--- config.mk ---
export PLATFORM = sky130hd
export DESIGN_NAME = lbm_ctrl
export DESIGN_NICKNAME = d
export VERILOG_FILES = /design/src/lbm_pkg.sv /design/src/lbm_ctrl.sv
export SDC_FILE = /design/constraint.sdc
export NUM_CORES = 1
export LEC_CHECK = 0
export BUFFER_PORTS_ARGS = -buffer_cell sky130_fd_sc_hd__buf_2
export CORE_UTILIZATION = 35
export DETAILED_ROUTE_END_ITERATION = 8
export GPL_TIMING_DRIVEN = 0
export PLACE_DENSITY_LB_ADDON = 0.15
export RECOVER_POWER = 100
export SETUP_SLACK_MARGIN = 0.4
export SLEW_MARGIN = 0
export SYNTH_ARGS = -nofsm -noshare
export SYNTH_HDL_FRONTEND = slang
export SYNTH_SLANG_ARGS = --single-unit
--- constraint.sdc ---
create_clock -name clk -period 9.7 [get_ports clk]
set_input_delay 0.485 -clock clk [delete_from_list [all_inputs] [get_ports clk]]
set_output_delay 0.485 -clock clk [all_outputs]
set_load 0.02 [all_outputs]
--- src/lbm_pkg.sv ---
// Shared types, codes and reset values for the lexer input buffer.
`default_nettype none

package lbm_pkg;

  // Default depth of the byte store.
  localparam int DEPTH_DEF = 4096;

  // Register indexes on the configuration port.
  localparam logic [1:0] CFG_INIT_CAP  = 2'd0;
  localparam logic [1:0] CFG_GROW_STEP = 2'd1;
  localparam logic [1:0] CFG_GROW_MODE = 2'd2;

  // Growth modes; the unused code behaves as fixed.
  localparam logic [1:0] MODE_NOGROW = 2'd0;
  localparam logic [1:0] MODE_ADD    = 2'd1;
  localparam logic [1:0] MODE_MUL    = 2'd2;

  // Register reset values.
  localparam int         CAP_RESET  = 256;
  localparam logic [7:0] STEP_RESET = 8'd16;
  localparam logic [1:0] MODE_RESET = MODE_ADD;

  typedef enum logic [2:0] {
    REQ_ADD,
    REQ_READ,
    REQ_RETRACT,
    REQ_MARK,
    REQ_RESTORE,
    REQ_RECOVER,
    REQ_CLEAR,
    REQ_PEEK
  } lbm_req_t;

  typedef struct packed {
    logic [2:0]  req_type;
    logic [7:0]  data_byte;
    logic [12:0] position;
  } lbm_in_t;

  typedef struct packed {
    logic        ok;
    logic [7:0]  read_byte;
    logic        at_end;
    logic        is_full;
    logic        is_empty;
    logic [12:0] write_index;
    logic [12:0] read_index;
    logic [12:0] mark_index;
    logic [12:0] capacity_now;
  } lbm_out_t;

  typedef struct packed {
    logic        wr;
    logic [1:0]  index;
    logic [12:0] data;
  } lbm_cfg_t;

endpackage

`default_nettype wire

--- src/lbm_ctrl.sv ---
// Pointer, flag and capacity state of the lexer input buffer, with its update logic.
`default_nettype none

module lbm_ctrl #(
  parameter int MEM_DEPTH = lbm_pkg::DEPTH_DEF,
  parameter int ADDR_W    = $clog2(MEM_DEPTH)
) (
  input  wire logic              clk,
  input  wire logic              rst_n,
  input  wire logic              acc_i,
  input  wire lbm_pkg::lbm_in_t  in_i,
  input  wire lbm_pkg::lbm_cfg_t cfg_i,
  output lbm_pkg::lbm_out_t      res_o,
  output logic                   byte_sel_o,
  output logic                   mem_we_o,
  output logic [ADDR_W-1:0]      mem_waddr_o,
  output logic [7:0]             mem_wdata_o,
  output logic                   mem_re_o,
  output logic [ADDR_W-1:0]      mem_raddr_o
);
  import lbm_pkg::*;

  localparam int PTR_W   = $clog2(MEM_DEPTH + 1);
  localparam int PROD_W  = PTR_W + 8;
  localparam int CAP_RST = (CAP_RESET > MEM_DEPTH) ? MEM_DEPTH : CAP_RESET;

  logic [PTR_W-1:0] wp_r, wp_nxt, rp_r, rp_nxt, mk_r, mk_nxt, cap_r, cap_nxt;
  logic             full_r, full_nxt, empty_r, empty_nxt, end_r, end_nxt;
  logic [7:0]       step_r, step_nxt;
  logic [1:0]       mode_r, mode_nxt;

  logic [31:0]       pos32, wp32, rp32, cfg32;
  logic [31:0]       wpo32, rpo32, mko32, capo32;
  logic [PROD_W-1:0] sum, prod, cand;
  logic              grow_ok, ok;
  logic [PTR_W-1:0]  cap_cfg;

  assign pos32 = 32'(in_i.position);
  assign wp32  = 32'(wp_r);
  assign rp32  = 32'(rp_r);
  assign cfg32 = 32'(cfg_i.data);

  // Candidate capacity for growth at the capacity limit.
  assign sum  = PROD_W'(cap_r) + PROD_W'(step_r);
  assign prod = PROD_W'(cap_r) * PROD_W'(step_r);
  assign cand = (mode_r == MODE_MUL) ? prod : sum;

  assign grow_ok = (step_r != 8'd0) && ((mode_r == MODE_ADD) || (mode_r == MODE_MUL)) &&
                   (cand > PROD_W'(cap_r)) && (cand <= PROD_W'(MEM_DEPTH)) &&
                   (wp32 < 32'(MEM_DEPTH));

  // A written capacity is held within one and the store depth.
  always_comb begin
    if (cfg_i.data == 13'd0) begin
      cap_cfg = PTR_W'(1);
    end else if (cfg32 > 32'(MEM_DEPTH)) begin
      cap_cfg = PTR_W'(MEM_DEPTH);
    end else begin
      cap_cfg = PTR_W'(cfg_i.data);
    end
  end

  always_comb begin
    wp_nxt      = wp_r;
    rp_nxt      = rp_r;
    mk_nxt      = mk_r;
    cap_nxt     = cap_r;
    full_nxt    = full_r;
    empty_nxt   = empty_r;
    end_nxt     = end_r;
    step_nxt    = step_r;
    mode_nxt    = mode_r;
    ok          = 1'b0;
    byte_sel_o  = 1'b0;
    mem_we_o    = 1'b0;
    mem_re_o    = 1'b0;
    mem_raddr_o = rp_r[ADDR_W-1:0];
    if (acc_i) begin
      case (lbm_req_t'(in_i.req_type))
        REQ_ADD: begin
          if (wp_r < cap_r) begin
            full_nxt = 1'b0;
            ok       = 1'b1;
          end else begin
            full_nxt = 1'b1;
            ok       = grow_ok;
            if (grow_ok) begin
              cap_nxt = cand[PTR_W-1:0];
            end
          end
          if (ok) begin
            empty_nxt = 1'b0;
            mem_we_o  = 1'b1;
            wp_nxt    = wp_r + 1'b1;
          end
        end
        REQ_READ: begin
          if ((rp_r == wp_r) || (rp32 >= 32'(MEM_DEPTH))) begin
            end_nxt = 1'b1;
          end else begin
            end_nxt    = 1'b0;
            mem_re_o   = 1'b1;
            byte_sel_o = 1'b1;
            rp_nxt     = rp_r + 1'b1;
            ok         = 1'b1;
          end
        end
        REQ_RETRACT: begin
          if (rp_r != '0) begin
            rp_nxt = rp_r - 1'b1;
            ok     = 1'b1;
          end
        end
        REQ_MARK: begin
          if (pos32 <= wp32) begin
            mk_nxt = PTR_W'(in_i.position);
            ok     = 1'b1;
          end
        end
        REQ_RESTORE: begin
          rp_nxt = mk_r;
          ok     = 1'b1;
        end
        REQ_RECOVER: begin
          rp_nxt = '0;
          mk_nxt = '0;
          ok     = 1'b1;
        end
        REQ_CLEAR: begin
          wp_nxt    = '0;
          rp_nxt    = '0;
          mk_nxt    = '0;
          full_nxt  = 1'b0;
          end_nxt   = 1'b0;
          empty_nxt = 1'b1;
          ok        = 1'b1;
        end
        REQ_PEEK: begin
          if ((pos32 < wp32) && (pos32 < 32'(MEM_DEPTH))) begin
            mem_re_o    = 1'b1;
            mem_raddr_o = ADDR_W'(in_i.position);
            byte_sel_o  = 1'b1;
            ok          = 1'b1;
          end
        end
        default: begin
          ok = 1'b0;
        end
      endcase
    end
    if (cfg_i.wr) begin
      case (cfg_i.index)
        CFG_INIT_CAP:  cap_nxt  = cap_cfg;
        CFG_GROW_STEP: step_nxt = cfg_i.data[7:0];
        CFG_GROW_MODE: mode_nxt = cfg_i.data[1:0];
        default:       step_nxt = step_r;
      endcase
    end
  end

  assign mem_waddr_o = wp_r[ADDR_W-1:0];
  assign mem_wdata_o = in_i.data_byte;

  assign wpo32  = 32'(wp_nxt);
  assign rpo32  = 32'(rp_nxt);
  assign mko32  = 32'(mk_nxt);
  assign capo32 = 32'(cap_nxt);

  always_comb begin
    res_o.ok           = ok;
    res_o.read_byte    = 8'd0;
    res_o.at_end       = end_nxt;
    res_o.is_full      = full_nxt;
    res_o.is_empty     = empty_nxt;
    res_o.write_index  = wpo32[12:0];
    res_o.read_index   = rpo32[12:0];
    res_o.mark_index   = mko32[12:0];
    res_o.capacity_now = capo32[12:0];
  end

  always_ff @(posedge clk) begin
    if (!rst_n) begin
      wp_r    <= '0;
      rp_r    <= '0;
      mk_r    <= '0;
      cap_r   <= PTR_W'(CAP_RST);
      full_r  <= 1'b0;
      empty_r <= 1'b1;
      end_r   <= 1'b0;
      step_r  <= STEP_RESET;
      mode_r  <= MODE_RESET;
    end else begin
      wp_r    <= wp_nxt;
      rp_r    <= rp_nxt;
      mk_r    <= mk_nxt;
      cap_r   <= cap_nxt;
      full_r  <= full_nxt;
      empty_r <= empty_nxt;
      end_r   <= end_nxt;
      step_r  <= step_nxt;
      mode_r  <= mode_nxt;
    end
  end

  // The read pointer and the mark never pass the write pointer.
  a_rp_le_wp: assert property (@(posedge clk) disable iff (!rst_n) rp_r <= wp_r)
    else $error("read pointer beyond write pointer");
  a_mk_le_wp: assert property (@(posedge clk) disable iff (!rst_n) mk_r <= wp_r)
    else $error("mark beyond write pointer");
  a_cap_range: assert property (@(posedge clk) disable iff (!rst_n)
    (cap_r != '0) && (32'(cap_r) <= 32'(MEM_DEPTH)))
    else $error("capacity out of range");

endmodule

`default_nettype wire

=== Word-level counts from Yosys, hierarchy flattened ===
Cells that the tools add are included.

* Register bits after elaboration: 65
* Input bits: 43
* Logic and storage cells: 96
* Output and inout bits: 99

* Equal/unequal tests: 12
* $lt $le $gt $ge: 9
* Multiply operators: 1
* Reductions and logical operators: 16
* Muxes and demuxes: 45
* Add/subtract/negate cells: 4

{| class="wikitable"
|+ Operators by type and width
! cell !! number
|-
| $mux W13 || 15
|-
| $pmux W13 S2 || 2
|-
| $pmux W13 S4 || 1
|-
| $mux W12 || 3
|-
| $add A13 B1 Y13 const B || 2
|-
| $lt A13 B13 Y1 || 2
|-
| $lt A13 B13 Y1 const B || 2
|-
| $gt A21 B13 Y1 || 1
|-
| $le A21 B13 Y1 const B || 1
|-
| $mul A13 B8 Y21 || 1
|-
| $mux W21 || 1
|-
| $mux W1 || 18
|-
| $add A13 B8 Y14 || 1
|-
| $eq A13 B13 Y1 || 1
|-
| $ge A13 B13 Y1 const B || 1
|-
| $gt A13 B13 Y1 const B || 1
|-
| $le A13 B13 Y1 || 1
|-
| $logic_not A13 Y1 || 1
|-
| $reduce_bool A13 Y1 || 1
|-
| $sub A13 B1 Y13 const B || 1
|-
| $eq A3 B3 Y1 const B || 4
|-
| $pmux W1 S2 || 4
|-
| $reduce_bool A8 Y1 || 1
|-
| $eq A3 B2 Y1 const B || 2
|-
| 11 further kinds || 19
|}

=== Longest topological paths before layout ===
Gate-level depths: netlist of run 1.

* Depth after elaboration: 12
* Gate-level depth with buffers: 32
* Mapped depth without buffers: 28

=== Worst setup path after synthesis of run 1 ===
No wires, ideal clock.

* Kind: reg-to-output
* Start: register step_r[7]
* End: output res_o[50] (netlist name)
* Arrival: 7,425 ps
* Required time: 9,215 ps
* Buffers on the path: 3
* Stages on the path, launching flop included: 30
* Slack: 1,790 ps
* Path through: dfxtp_1 -> clkbuf_1 -> nand2_1 -> fa_1 -> fa_1 -> inv_1 -> fa_1 -> inv_1 -> fa_1 -> inv_1 -> ha_1 -> a21oi_1 -> a211oi_1 -> o31ai_1 -> or4b_2 -> o221ai_1 -> inv_1 -> ha_1 -> nand2_1 -> a21oi_1 -> a221oi_1 -> a21boi_0 -> or4b_2 -> a31oi_1 -> o221ai_2 -> and2_4 -> buf_6 -> buf_2 -> nor3_2 -> mux2i_1

{| class="wikitable"
|+ RTL lines
! element !! RTL line !! text
|-
| start: declaration || lbm_ctrl.sv:29 || <nowiki>logic [7:0] step_r, step_nxt;</nowiki>
|-
| start signal: assignment || lbm_ctrl.sv:200 || <nowiki>step_r <= step_nxt;</nowiki>
|-
| end: declaration || lbm_ctrl.sv:13 || <nowiki>output lbm_pkg::lbm_out_t res_o,</nowiki>
|}

==> results of run 1 <==
==> per-stage QoR <==
| step | hold slack (ns) | utilization [%] | power [mW] |
|---|---|---|---|
| 2_1_floorplan | 0.455 | - | 0.465 |
| 3_3_place_gp | 0.470 | 39.5 | 0.547 |
| 3_5_place_dp | 0.472 | 39.5 | 0.547 |
| 4_1_cts | 0.384 | 41.0 | 0.918 |
| 5_1_grt | 0.403 | 40.9 | 0.959 |
| 6_report | 0.402 | 40.9 | 0.911 |
==> placed cells by master, fill, tap and decap left out, drive strengths merged, types with 10 or more instances in the layout <==
cell and count:
a211oi 14, a21o 12, a21oi 60, a22o 14
a32o 14, and2 96, and3 10, buf 84
clkbuf 154, dfxtp 65, fa 67, ha 91
inv 135, mux2 14, mux2i 31, nand2 98
nand3 24, nand4 19, nor2 49, nor2b 20
nor3 17, nor4 16, o211ai 12, o21a 14
o21ai 62, xnor2 17, xor2 17
==> final timing paths <==
check        cells past startpoint  slack [ns]                     end                   start
min reg2reg                      2        0.48  mode_r[0]$_SDFFE_PN1P_  mode_r[0]$_SDFFE_PN1P_
min                              2        0.40      mk_r[0]$_SDFF_PN0_                 in_i[0]
max                             29        0.56               res_o[49]  step_r[2]$_SDFFE_PN0P_
max reg2reg                     30        1.32     wp_r[12]$_SDFF_PN0_  step_r[2]$_SDFFE_PN0P_
==> power by group <==
| part | total [mW] | leakage, nW | internal (mW) | switching, mW |
|---|---|---|---|---|
| clock | 0.365 | 0.159 | 0.233 | 0.133 |
| combinational | 0.262 | 4.21 | 0.0948 | 0.168 |
| sequential | 0.284 | 0.530 | 0.274 | 0.00984 |
==> area by class of cell <==
| class | instances | area share [%] |
|---|---|---|
| buffer | 101 | 4.98 |
| clock buffer | 10 | 2.18 |
| clock inverter | 6 | 0.821 |
| inverter | 135 | 4.62 |
| multi-input combinational | 905 | 66.5 |
| sequential | 65 | 12.0 |
| tap | 341 | 3.89 |
| timing repair buffer | 127 | 5.03 |
==> registers in the layout (all words and copies together), names as in the netlist <==
register and cells:
end_r 1, cap_r 13, mode_r 2, step_r 8, mk_r 13, full_r 1, wp_r 13, rp_r 13
empty_r 1
==> cells by family (layout without fill, tap and decap cells) <==
family	after synthesis	after routing	share of synthesized area (%)
AO/OA/AOI/OAI	270	270	19.2
XOR/XNOR	34	34	3.13
AND/OR/NAND/NOR	389	389	22.0
multiplexers	45	45	4.91
flip-flops	65	65	13.7
buffers and inverters	236	379	10.9
adder cells (fa/ha/maj)	159	159	26.1
other	1	8	0.0394
==> repair_timing <==
item | in CTS | in global routing
endpoints found under the setup margin | 28 | 26
pin swaps | 0 | 2
buffers inserted | 3 | 0
resized for setup | 13 | 31
==> layer usage <==
| layer | GRT usage [%] | wire [microns] |
|---|---|---|
| met1 | 31.8 | 14500 |
| met2 | 36.4 | 13900 |
| met3 | 3.56 | 1990 |
| met4 | 5.96 | 783 |
| met5 | 0 | 0 |
==> critical path, delay by kind of cell, from the launching register on <==
family | cells | cell delay, ns
fa+ha+maj | 6 | 2.62
simple gates | 6 | 2.33
compound gates | 10 | 1.88
buf+inv | 6 | 0.77
flops | 1 | 0.37
mux | 1 | 0.33
==> results.md, run 1 <==
- Async set-reset flop share out of synthesis: 0%
- Core area: roughly 27000 sq um
- Antenna violations before repair: 0
- TNS Setup: 0 ns
- Max stage delay on crit path: 0.74 ns
- Setup CP Type: register to primary output
- Via count of the routed design: slightly above 9000
- Share of the synthesized area in the top cell type: roughly 14%
- Clk buf depth: 2
- Clock buffers created by TritonCTS: 9
- Pins over their slew limit: 0
- Relative slew slack: 47.8%
- Critical Path End Type: primary output
- Total global-route track usage: ~23%
- Initial cell density of the core: between 30% and 40%
- Crit path required time: 9.22 ns
- Total of endpoints with negative setup slack in the final report: 0
- Total number of yosys warnings: 0
- Worst-case setup margin in the final layout: about 0.56 ns
- Final Routed Wirelength: approximately 31000 microns
- Maximum achievable frequency: 109 MHz
- Number of nets at the end of the flow: roughly 1500
- Ratio of final minimum period to clock period: 94.3%
- Number of nets still failing antenna checks after routing: 0
- HPWL Detailed: ~25000 microns
- Worst clock skew on the final layout: a little under 0.009 ns
- CTS tree: yes
- Vias per Instance: 5.46
- Port buffer count: between 100 and 150
- Total I/O pin count: about 140
- Lkg Pwr: 4.90 nW
- CP Data Arrival Time: between 8 and 9 ns
- Routability congestion estimate: between 0.8 and 0.9
- Pin count of the biggest net entering global routing: 13
- H-tree depth reported by CTS: 3
- Share of cells above drive strength 1: approximately an eighth
- Post-synth design cell area: ~9500 sq um
- Total placed instance area: about 11000 sq um
- Initial DRC Count: a little over 600
- Most common cell in the netlist: inv_1
- Final standard cell area without fillers: roughly 11000 sq um
- Worst-case vdd ir drop: 0.0611 mV
- Outcome: complete, no violations
- Routed WL per cell: approximately 18 microns
- Cell type with the highest aggregate area in the netlist: fa_1
- Area of the multi-input gates: ~7300 sq um
- Synth top area cells: fa_1 (14%), dfxtp_1 (14%), ha_1 (12%), and2_1 (6.2%), inv_1 (5.3%)
- Post-synth top flop: dfxtp_1
- Die Area: between 20000 and 30000 sq um
- Transition time at the pin with the least slew margin: around 0.78 ns
- Synth cell count leaders: inv_1 (134), nand2_1 (98), and2_1 (95), ha_1 (91), fa_1 (67)
- MaxCap Viol Count: 0
- Die boundary width: roughly 170 microns
- Number of hold-repair buffers added at the cts stage: 0
- Final-layout fill cell count: roughly 2800
- Vias in the first global route: approximately 9000
- Worst-path maximum fanout: 10
- Critical path launch point type: register
- Worst slack at placement: 0.298 ns
- Final worst path period need: 9.14 ns
- # DRC: 0
- Cell seen most often among critical-path stages: fa_1
- Number of core rows: 60
- RSZ-0062 raised after global routing: yes
- Count of endpoints failing hold in the final timing report: 0
- Storage cell area: approximately 1300 sq um
- Yosys reg bits: 65
- Min-delay worst type: input pin to register
- Die outline height: ~170 microns
- Unique masters post-synth: 76
- Clock sink total: 65
- Mean cell area of the mapped netlist: between 7 and 8 sq um
- Ant diodes: 0
- Sequential-to-total area share from yosys stat: between 10% and 20%
- Area delta synth->final: 15.1%
- Root buffer cell: clkbuf_16
- 1st-pass router iterations: 5
- Placed insts: roughly 1700
- Non-filler instance count after layout: approximately 1700
- Clock transition at the register clock pins on the worst setup and hold paths after CTS: ~0.06 ns
- Critical-path cell with the highest stage delay: or4b_2
- Instance count of the mapped netlist: ~1200
- Power Dens Cells: around 83 nW/um^2
- EDFF count, synth: 0
- GRT Residual Overflow: 0
- Clock latency of the later-clocked register in the worst-skew pair: roughly 0.34 ns
- Wire length of the first global-routing pass: 50200 microns
Note: power is estimated with default switching activity, not from simulation.
==> run 2: changes to the inputs <==
--- a/config.mk
+++ b/config.mk
@@ -5,6 +5,7 @@
 export SDC_FILE = /design/constraint.sdc
 export NUM_CORES = 1
 export LEC_CHECK = 0
+export ABC_AREA = 1
 export BUFFER_PORTS_ARGS = -buffer_cell sky130_fd_sc_hd__buf_2
 export CORE_UTILIZATION = 35
 export DETAILED_ROUTE_END_ITERATION = 8
==> results.md, run 2 <==
- Overall power of the completed layout: 0.975 mW (+7.0%)
- Number of core rows: 61 (+1.7%)
- Async set-reset flop share out of synthesis: 0% (unchanged)
- GRT Residual Overflow: 0 (unchanged)
- Storage cell area: 1300 sq um (-0.95%)
- Clock sink total: 65 (unchanged)
- Share of cells above drive strength 1: 7.34% (-4.6 points)
- Port buffer count: 123 (unchanged)
- Area delta synth->final: 12.5%
- Critical path launch point type: register
- Outcome: complete, no violations
- Relative slew slack: 30.7% (-17 points)
- Die boundary width: 171 microns (+2.3%)
- Root buffer cell: clkbuf_16
- Sequential-to-total area share from yosys stat: 13.0% (-0.62 points)
- Final Routed Wirelength: 34700 microns (+11%)
- Vias per Instance: 4.98 (-8.8%)
- Transition time at the pin with the least slew margin: 1.03 ns (+0.255 ns)
- # DRC: 0 (unchanged)
- EDFF count, synth: 0 (unchanged)
- CTS tree: yes
- Critical-path cell with the highest stage delay: clkbuf_1
- Total global-route track usage: 24.5% (+1.7 points)
- Total of endpoints with negative setup slack in the final report: 0 (unchanged)
- Post-synth design cell area: 9980 sq um (+4.7%)
- Sum of routed wire segments on met1: 17000 microns (+17%)
- Vias in the first global route: 9791 (+8.3%)
- Instance count of the mapped netlist: 1585 (+32%)
- Worst-case vdd ir drop: 0.0629 mV (+3.0%)
- Clk buf depth: 2 (unchanged)
- Lkg Pwr: 6.19 nW (+26%)
- Initial cell density of the core: 35.7% (+0.17 points)
- Synth cell count leaders: nand2_1 (402), inv_1 (310), nor2_1 (117), a21oi_1 (102), ha_1 (91)
- Detailed-routed wire length on met3: 2130 microns (+7.3%)
- Die outline height: 171 microns (+2.3%)
- HPWL Detailed: 28400 microns (+13%)
- Synth top area cells: nand2_1 (15%), fa_1 (13%), dfxtp_1 (13%), inv_1 (12%), ha_1 (11%)
- Yosys reg bits: 65 (unchanged)
- Antenna violations before repair: 0 (unchanged)
- Cell seen most often among critical-path stages: nor2_1
- Core area: 27900 sq um (+4.2%)
- Final worst path period need: 8.53 ns (-0.616 ns)
- Routability congestion estimate: 0.928 (+3.5%)
- MaxCap Viol Count: 0 (unchanged)
- CP bufs+invs: 9 (+3)
- Most common cell in the netlist: nand2_1
- Most frequent cells in the layout: nand2_1 (404), inv_1 (311), clkbuf_1 (128), nor2_1 (117), a21oi_1 (103)
- RSZ-0062 raised after global routing: no
- Met2 WL post-DR: 14800 microns (+6.9%)
- Placed insts: 2093 (+25%)
- Area of the multi-input gates: 6970 sq um (-4.4%)
- Worst-path maximum fanout: 10 (unchanged)
- Ratio of final minimum period to clock period: 87.9% (-6.3 points)
- Mean cell area of the mapped netlist: 6.29 sq um (-21%)
- Highest signal layer in the routed design: met4
- Worst-case setup margin in the final layout: 1.17 ns (+0.616 ns)
- Most common library cell in the layout ignoring fill and taps: nand2_1
- Number of hold-repair buffers added at the cts stage: 0 (unchanged)
- Initial DRC Count: 959 (+56%)
- Power Dens Cells: 86.9 nW/um^2 (+4.6%)
- Setup CP Type: register to primary output
- Crit path required time: 9.22 ns (about the same)
- TNS Setup: 0 ns (unchanged)
- Pins over their slew limit: 0 (unchanged)
- Final-layout fill cell count: 3166 (+12%)
- Buffers inserted by post-CTS timing repair: 0 (-3)
- Clock transition at the register clock pins on the worst setup and hold paths after CTS: 0.05 ns (about the same)
- Pin count of the biggest net entering global routing: 11 (-2)
- Die Area: 29200 sq um (+4.7%)
- Number of nets still failing antenna checks after routing: 0 (unchanged)
- Routed WL per cell: 16.4 microns (-11%)
- Count of endpoints failing hold in the final timing report: 0 (unchanged)
- Total number of yosys warnings: 0 (unchanged)
- Clock latency of the later-clocked register in the worst-skew pair: 0.35 ns (about the same)
- Total I/O pin count: 142 (unchanged)
- Non-filler instance count after layout: 2108 (+25%)
- Via count of the routed design: 10500 (+14%)
- Post-synth top flop: dfxtp_1
- Worst slack at placement: 2.05 ns (+1.75 ns)
- Worst clock skew on the final layout: 0.0101 ns (+0.00130 ns)
- Maximum achievable frequency: 117 MHz (+7.2%)
- 1st-pass router iterations: 5 (unchanged)
- H-tree depth reported by CTS: 3 (unchanged)
- Min-delay worst type: input pin to register
- Hold WS: 0.410 ns (+0.00787 ns)
- Kind of cell with the highest combined delay on the critical path: adder cells
- Number of nets at the end of the flow: 1927 (+25%)
- Ant diodes: 0 (unchanged)
- Unique masters post-synth: 51 (-33%)
- Critical Path End Type: primary output
- Wire length of the first global-routing pass: 54800 microns (+9.2%)
- Share of the synthesized area in the top cell type: 15.1% (+1.0 points)
- CP Data Arrival Time: 8.04 ns (-0.62 ns)
- Clock buffers created by TritonCTS: 9 (unchanged)
- Max stage delay on crit path: 0.66 ns (-0.08 ns)
- Cell type with the highest aggregate area in the netlist: nand2_1
- Number of gates resized after cts: 0 (-13)
run 2: area by class of cell:
type	instances	share of cell area (%)
Buffer	86	4.01
Timing Repair Buffer	123	4.61
Clock buffer	12	2.29
Multi-Input combinational cell	1118	62.1
Sequential cell	65	11.6
Tap cell	378	4.21
Inverter	323	10.8
Clock inverter	3	0.357
run 2: final timing paths:
check	from	endpoint	slack, ns	cells after the start
max	cap_r[8]$_SDFF_PN1_	res_o[11]	1.17	34
min	cfg_i[4]	step_r[4]$_SDFFE_PN1P_	0.41	3
max reg2reg	cap_r[8]$_SDFF_PN1_	cap_r[11]$_SDFF_PN0_	2.10	33
min reg2reg	mode_r[1]$_SDFFE_PN0P_	mode_r[1]$_SDFFE_PN0P_	0.47	2
run 2: report_power, final:
part           switching [mW]  internal [mW]  total, mW
logic                   0.240          0.108      0.348
registers              0.0112          0.277      0.288
clock network           0.129          0.211      0.340
run 2: metal layers:
layer  vias to the layer above  GRT usage [%]
met4                         0           5.86
met3                        47           3.24
met2                       353           38.0
met1                      4903           35.7
li1                       5202              -
met5                         -              0
run 2: worst register-to-register path: cells and delay by family, from the launching register on:
family / cells / cell delay (ns)
compound gates: 6 / 0.85
fa+ha+maj: 6 / 2.66
buf+inv: 8 / 1.90
flops: 1 / 0.31
simple gates: 13 / 1.77
run 2: logic make-up after synthesis:
logic type / synth area share, %
AO/OA/AOI/OAI: 12.9
buffers and inverters: 16.9
AND/OR/NAND/NOR: 30.9
adder cells (fa/ha/maj): 24.9
other: 0.0376
XOR/XNOR: 1.40
flip-flops: 13.0
run 2: per-stage QoR:
step	utilization, %	instance area (sq um)
floorplan	-	10000
global placement	39.7	11100
detailed placement	39.7	11100
CTS	40.8	11400
global route	40.2	11200
finish	40.2	11200
==> run 3: changes to the inputs <==
--- a/config.mk
+++ b/config.mk
@@ -7,6 +7,7 @@
 export LEC_CHECK = 0
 export ABC_AREA = 1
 export BUFFER_PORTS_ARGS = -buffer_cell sky130_fd_sc_hd__buf_2
+export CORE_ASPECT_RATIO = 0.75
 export CORE_UTILIZATION = 35
 export DETAILED_ROUTE_END_ITERATION = 8
 export GPL_TIMING_DRIVEN = 0
==> results.md, run 3 (synthesis results as in run 2) <==
- Vias in the first global route: 9478 (-3.2%)
- Share of cells above drive strength 1: 7.74% (+0.40 points)
- Ant diodes: 0 (unchanged)
- Worst-path maximum fanout: 10 (unchanged)
- Critical Path End Type: primary output
- Routability congestion estimate: 0.970 (+4.5%)
- Setup CP Type: register to primary output
- Critical path launch point type: register
- HP Start: cfg_i[4]
- Worst-case setup margin in the final layout: 0.963 ns (-0.209 ns)
- TNS Setup: 0 ns (unchanged)
- Initial DRC Count: 992 (+3.4%)
- Clock transition at the register clock pins on the worst setup and hold paths after CTS: 0.06 ns (about the same)
- 1st-pass router iterations: 9 (+4)
- Endpoint of the lowest-slack register-to-register path: cap_r[8]$_SDFF_PN1_
- Worst hold path depth: 3 (unchanged)
- Root buffer cell: clkbuf_16
- Placed insts: 2100 (+0.33%)
- GRT Residual Overflow: 0 (unchanged)
- Ratio of final minimum period to clock period: 90.1% (+2.2 points)
- MaxCap Viol Count: 0 (unchanged)
- Count of endpoints failing hold in the final timing report: 0 (unchanged)
- Final standard cell area without fillers: 11300 sq um (+0.53%)
- Relative slew slack: 29.5% (-1.2 points)
- Number of core rows: 53 (-13%)
- Total of endpoints with negative setup slack in the final report: 0 (unchanged)
- Clk buf depth: 2 (unchanged)
- Max stage delay on crit path: 0.55 ns (-0.11 ns)
- Non-filler instance count after layout: 2116 (+0.38%)
- Final cell utilization of the core: 40.3% (+0.14 points)
- # DRC: 0 (unchanged)
- Number of nets still failing antenna checks after routing: 0 (unchanged)
- Vias per Instance: 4.95 (-0.62%)
- Final-layout fill cell count: 3196 (+0.95%)
- Clock latency of the later-clocked register in the worst-skew pair: 0.35 ns (about the same)
- Core area: 28000 sq um (+0.18%)
- Min-delay worst type: input pin to register
- Number of hold-repair buffers added at the cts stage: 0 (unchanged)
- Most frequent cells in the layout: nand2_1 (404), inv_1 (311), clkbuf_1 (123), nor2_1 (118), a21oi_1 (103)
- RSZ-0062 raised after global routing: no
- Beginning of the worst register-to-register path: step_r[7]$_SDFFE_PN0P_
- Final Routed Wirelength: 37200 microns (+7.2%)
- Die Area: 29200 sq um (about the same)
- Initial cell density of the core: 35.7% (-0.064 points)
- CTS tree: yes
- Number of cells on the worst reg-to-reg path: 34 (+3.0%)
- CP Data Arrival Time: 8.25 ns (+0.21 ns)
- Clock buffers created by TritonCTS: 9 (unchanged)
- Antenna violations before repair: 0 (unchanged)
- Total global-route track usage: 25.9% (+1.3 points)
- Clock sink total: 65 (unchanged)
- Pins over their slew limit: 0 (unchanged)
- Die outline height: 148 microns (-13%)
- Pin count of the biggest net entering global routing: 12 (+1)
- Destination of the worst hold path: step_r[4]$_SDFFE_PN1P_
- Buffers inserted by post-CTS timing repair: 0 (unchanged)
- Port buffer count: 123 (unchanged)
- Total placed instance area: 11100 sq um (about the same)
- Power Dens Cells: 90.4 nW/um^2 (+4.1%)
- Wire length of the first global-routing pass: 57100 microns (+4.3%)
- Most common library cell in the layout ignoring fill and taps: nand2_1
- Routed WL per cell: 17.6 microns (+6.8%)
- Number of gates resized after cts: 0 (unchanged)
- Worst-case vdd ir drop: 0.0983 mV (+56%)
- H-tree depth reported by CTS: 3 (unchanged)
- Lkg Pwr: 6.22 nW (+0.45%)
- Outcome: complete, no violations
- Cell seen most often among critical-path stages: nand2_1
- Die boundary width: 197 microns (+15%)
- Number of nets at the end of the flow: 1927 (unchanged)
- Final worst path period need: 8.74 ns (+0.209 ns)
- Transition time at the pin with the least slew margin: 1.05 ns (+0.0172 ns)
- Maximum achievable frequency: 114 MHz (-2.4%)
- Critical-path cell with the highest stage delay: dfxtp_1
- Area delta synth->final: 13.1%
- Crit path required time: 9.22 ns (about the same)
- Worst clock skew on the final layout: 0.0114 ns (+0.00134 ns)
- R2R Setup Slk: 1.84 ns (-0.26 ns)
- Total I/O pin count: 142 (unchanged)
- Worst slack at placement: 1.80 ns (-0.250 ns)
- HPWL Detailed: 30900 microns (+9.0%)
- Via count of the routed design: 10500 (-0.24%)
-- run 3: per-stage QoR --
step,hold slack [ns],power (mW)
finish,0.427,1.02
global route,0.448,1.08
CTS,0.416,1.03
detailed placement,0.447,0.652
global placement,0.448,0.651
floorplan,0.427,0.536
-- run 3: final cells by class --
type	count	area [sq um]	area share [%]
multi-input combinational	1118	6980	61.9
sequential	65	1300	11.5
inverter	323	1210	10.7
timing repair buffer	123	518	4.59
tap	385	482	4.27
buffer	86	459	4.07
clock buffer	11	253	2.24
clock inverter	5	77.6	0.688
-- run 3: worst max-delay path, delay by kind of cell (launching register included) --
family,cells,cell delay (ns)
AOI/OAI and AO/OA,6,0.90
adders and majority gates,6,2.82
buffers and inverters,8,1.58
DFF,1,0.55
and+or+nand+nor,15,2.03
-- run 3: routing by layer --
metal  global-route usage, %  routed length, microns
met1                    42.9                   20000
met2                    33.7                   13900
met3                    5.24                    2990
met4                    3.06                     282
met5                       0                       0
-- run 3: report_power, final --
group          switching [mW]  leakage [nW]  internal [mW]  total, mW
Combinational           0.249          5.53          0.108      0.357
Sequential             0.0110         0.529          0.277      0.288
Clock                   0.137         0.162          0.238      0.376
-- run 3: how the worst max path moves through the flow --
stage                                start   endpoint  depth (start not counted)
floorplan           step_r[7]$_SDFFE_PN0P_   res_o[5]                         35
global placement    step_r[7]$_SDFFE_PN0P_  res_o[11]                         36
detailed placement  step_r[7]$_SDFFE_PN0P_  res_o[11]                         36
CTS                 step_r[7]$_SDFFE_PN0P_  res_o[11]                         36
global route        step_r[7]$_SDFFE_PN0P_  res_o[46]                         37
finish              step_r[7]$_SDFFE_PN0P_   res_o[7]                         35
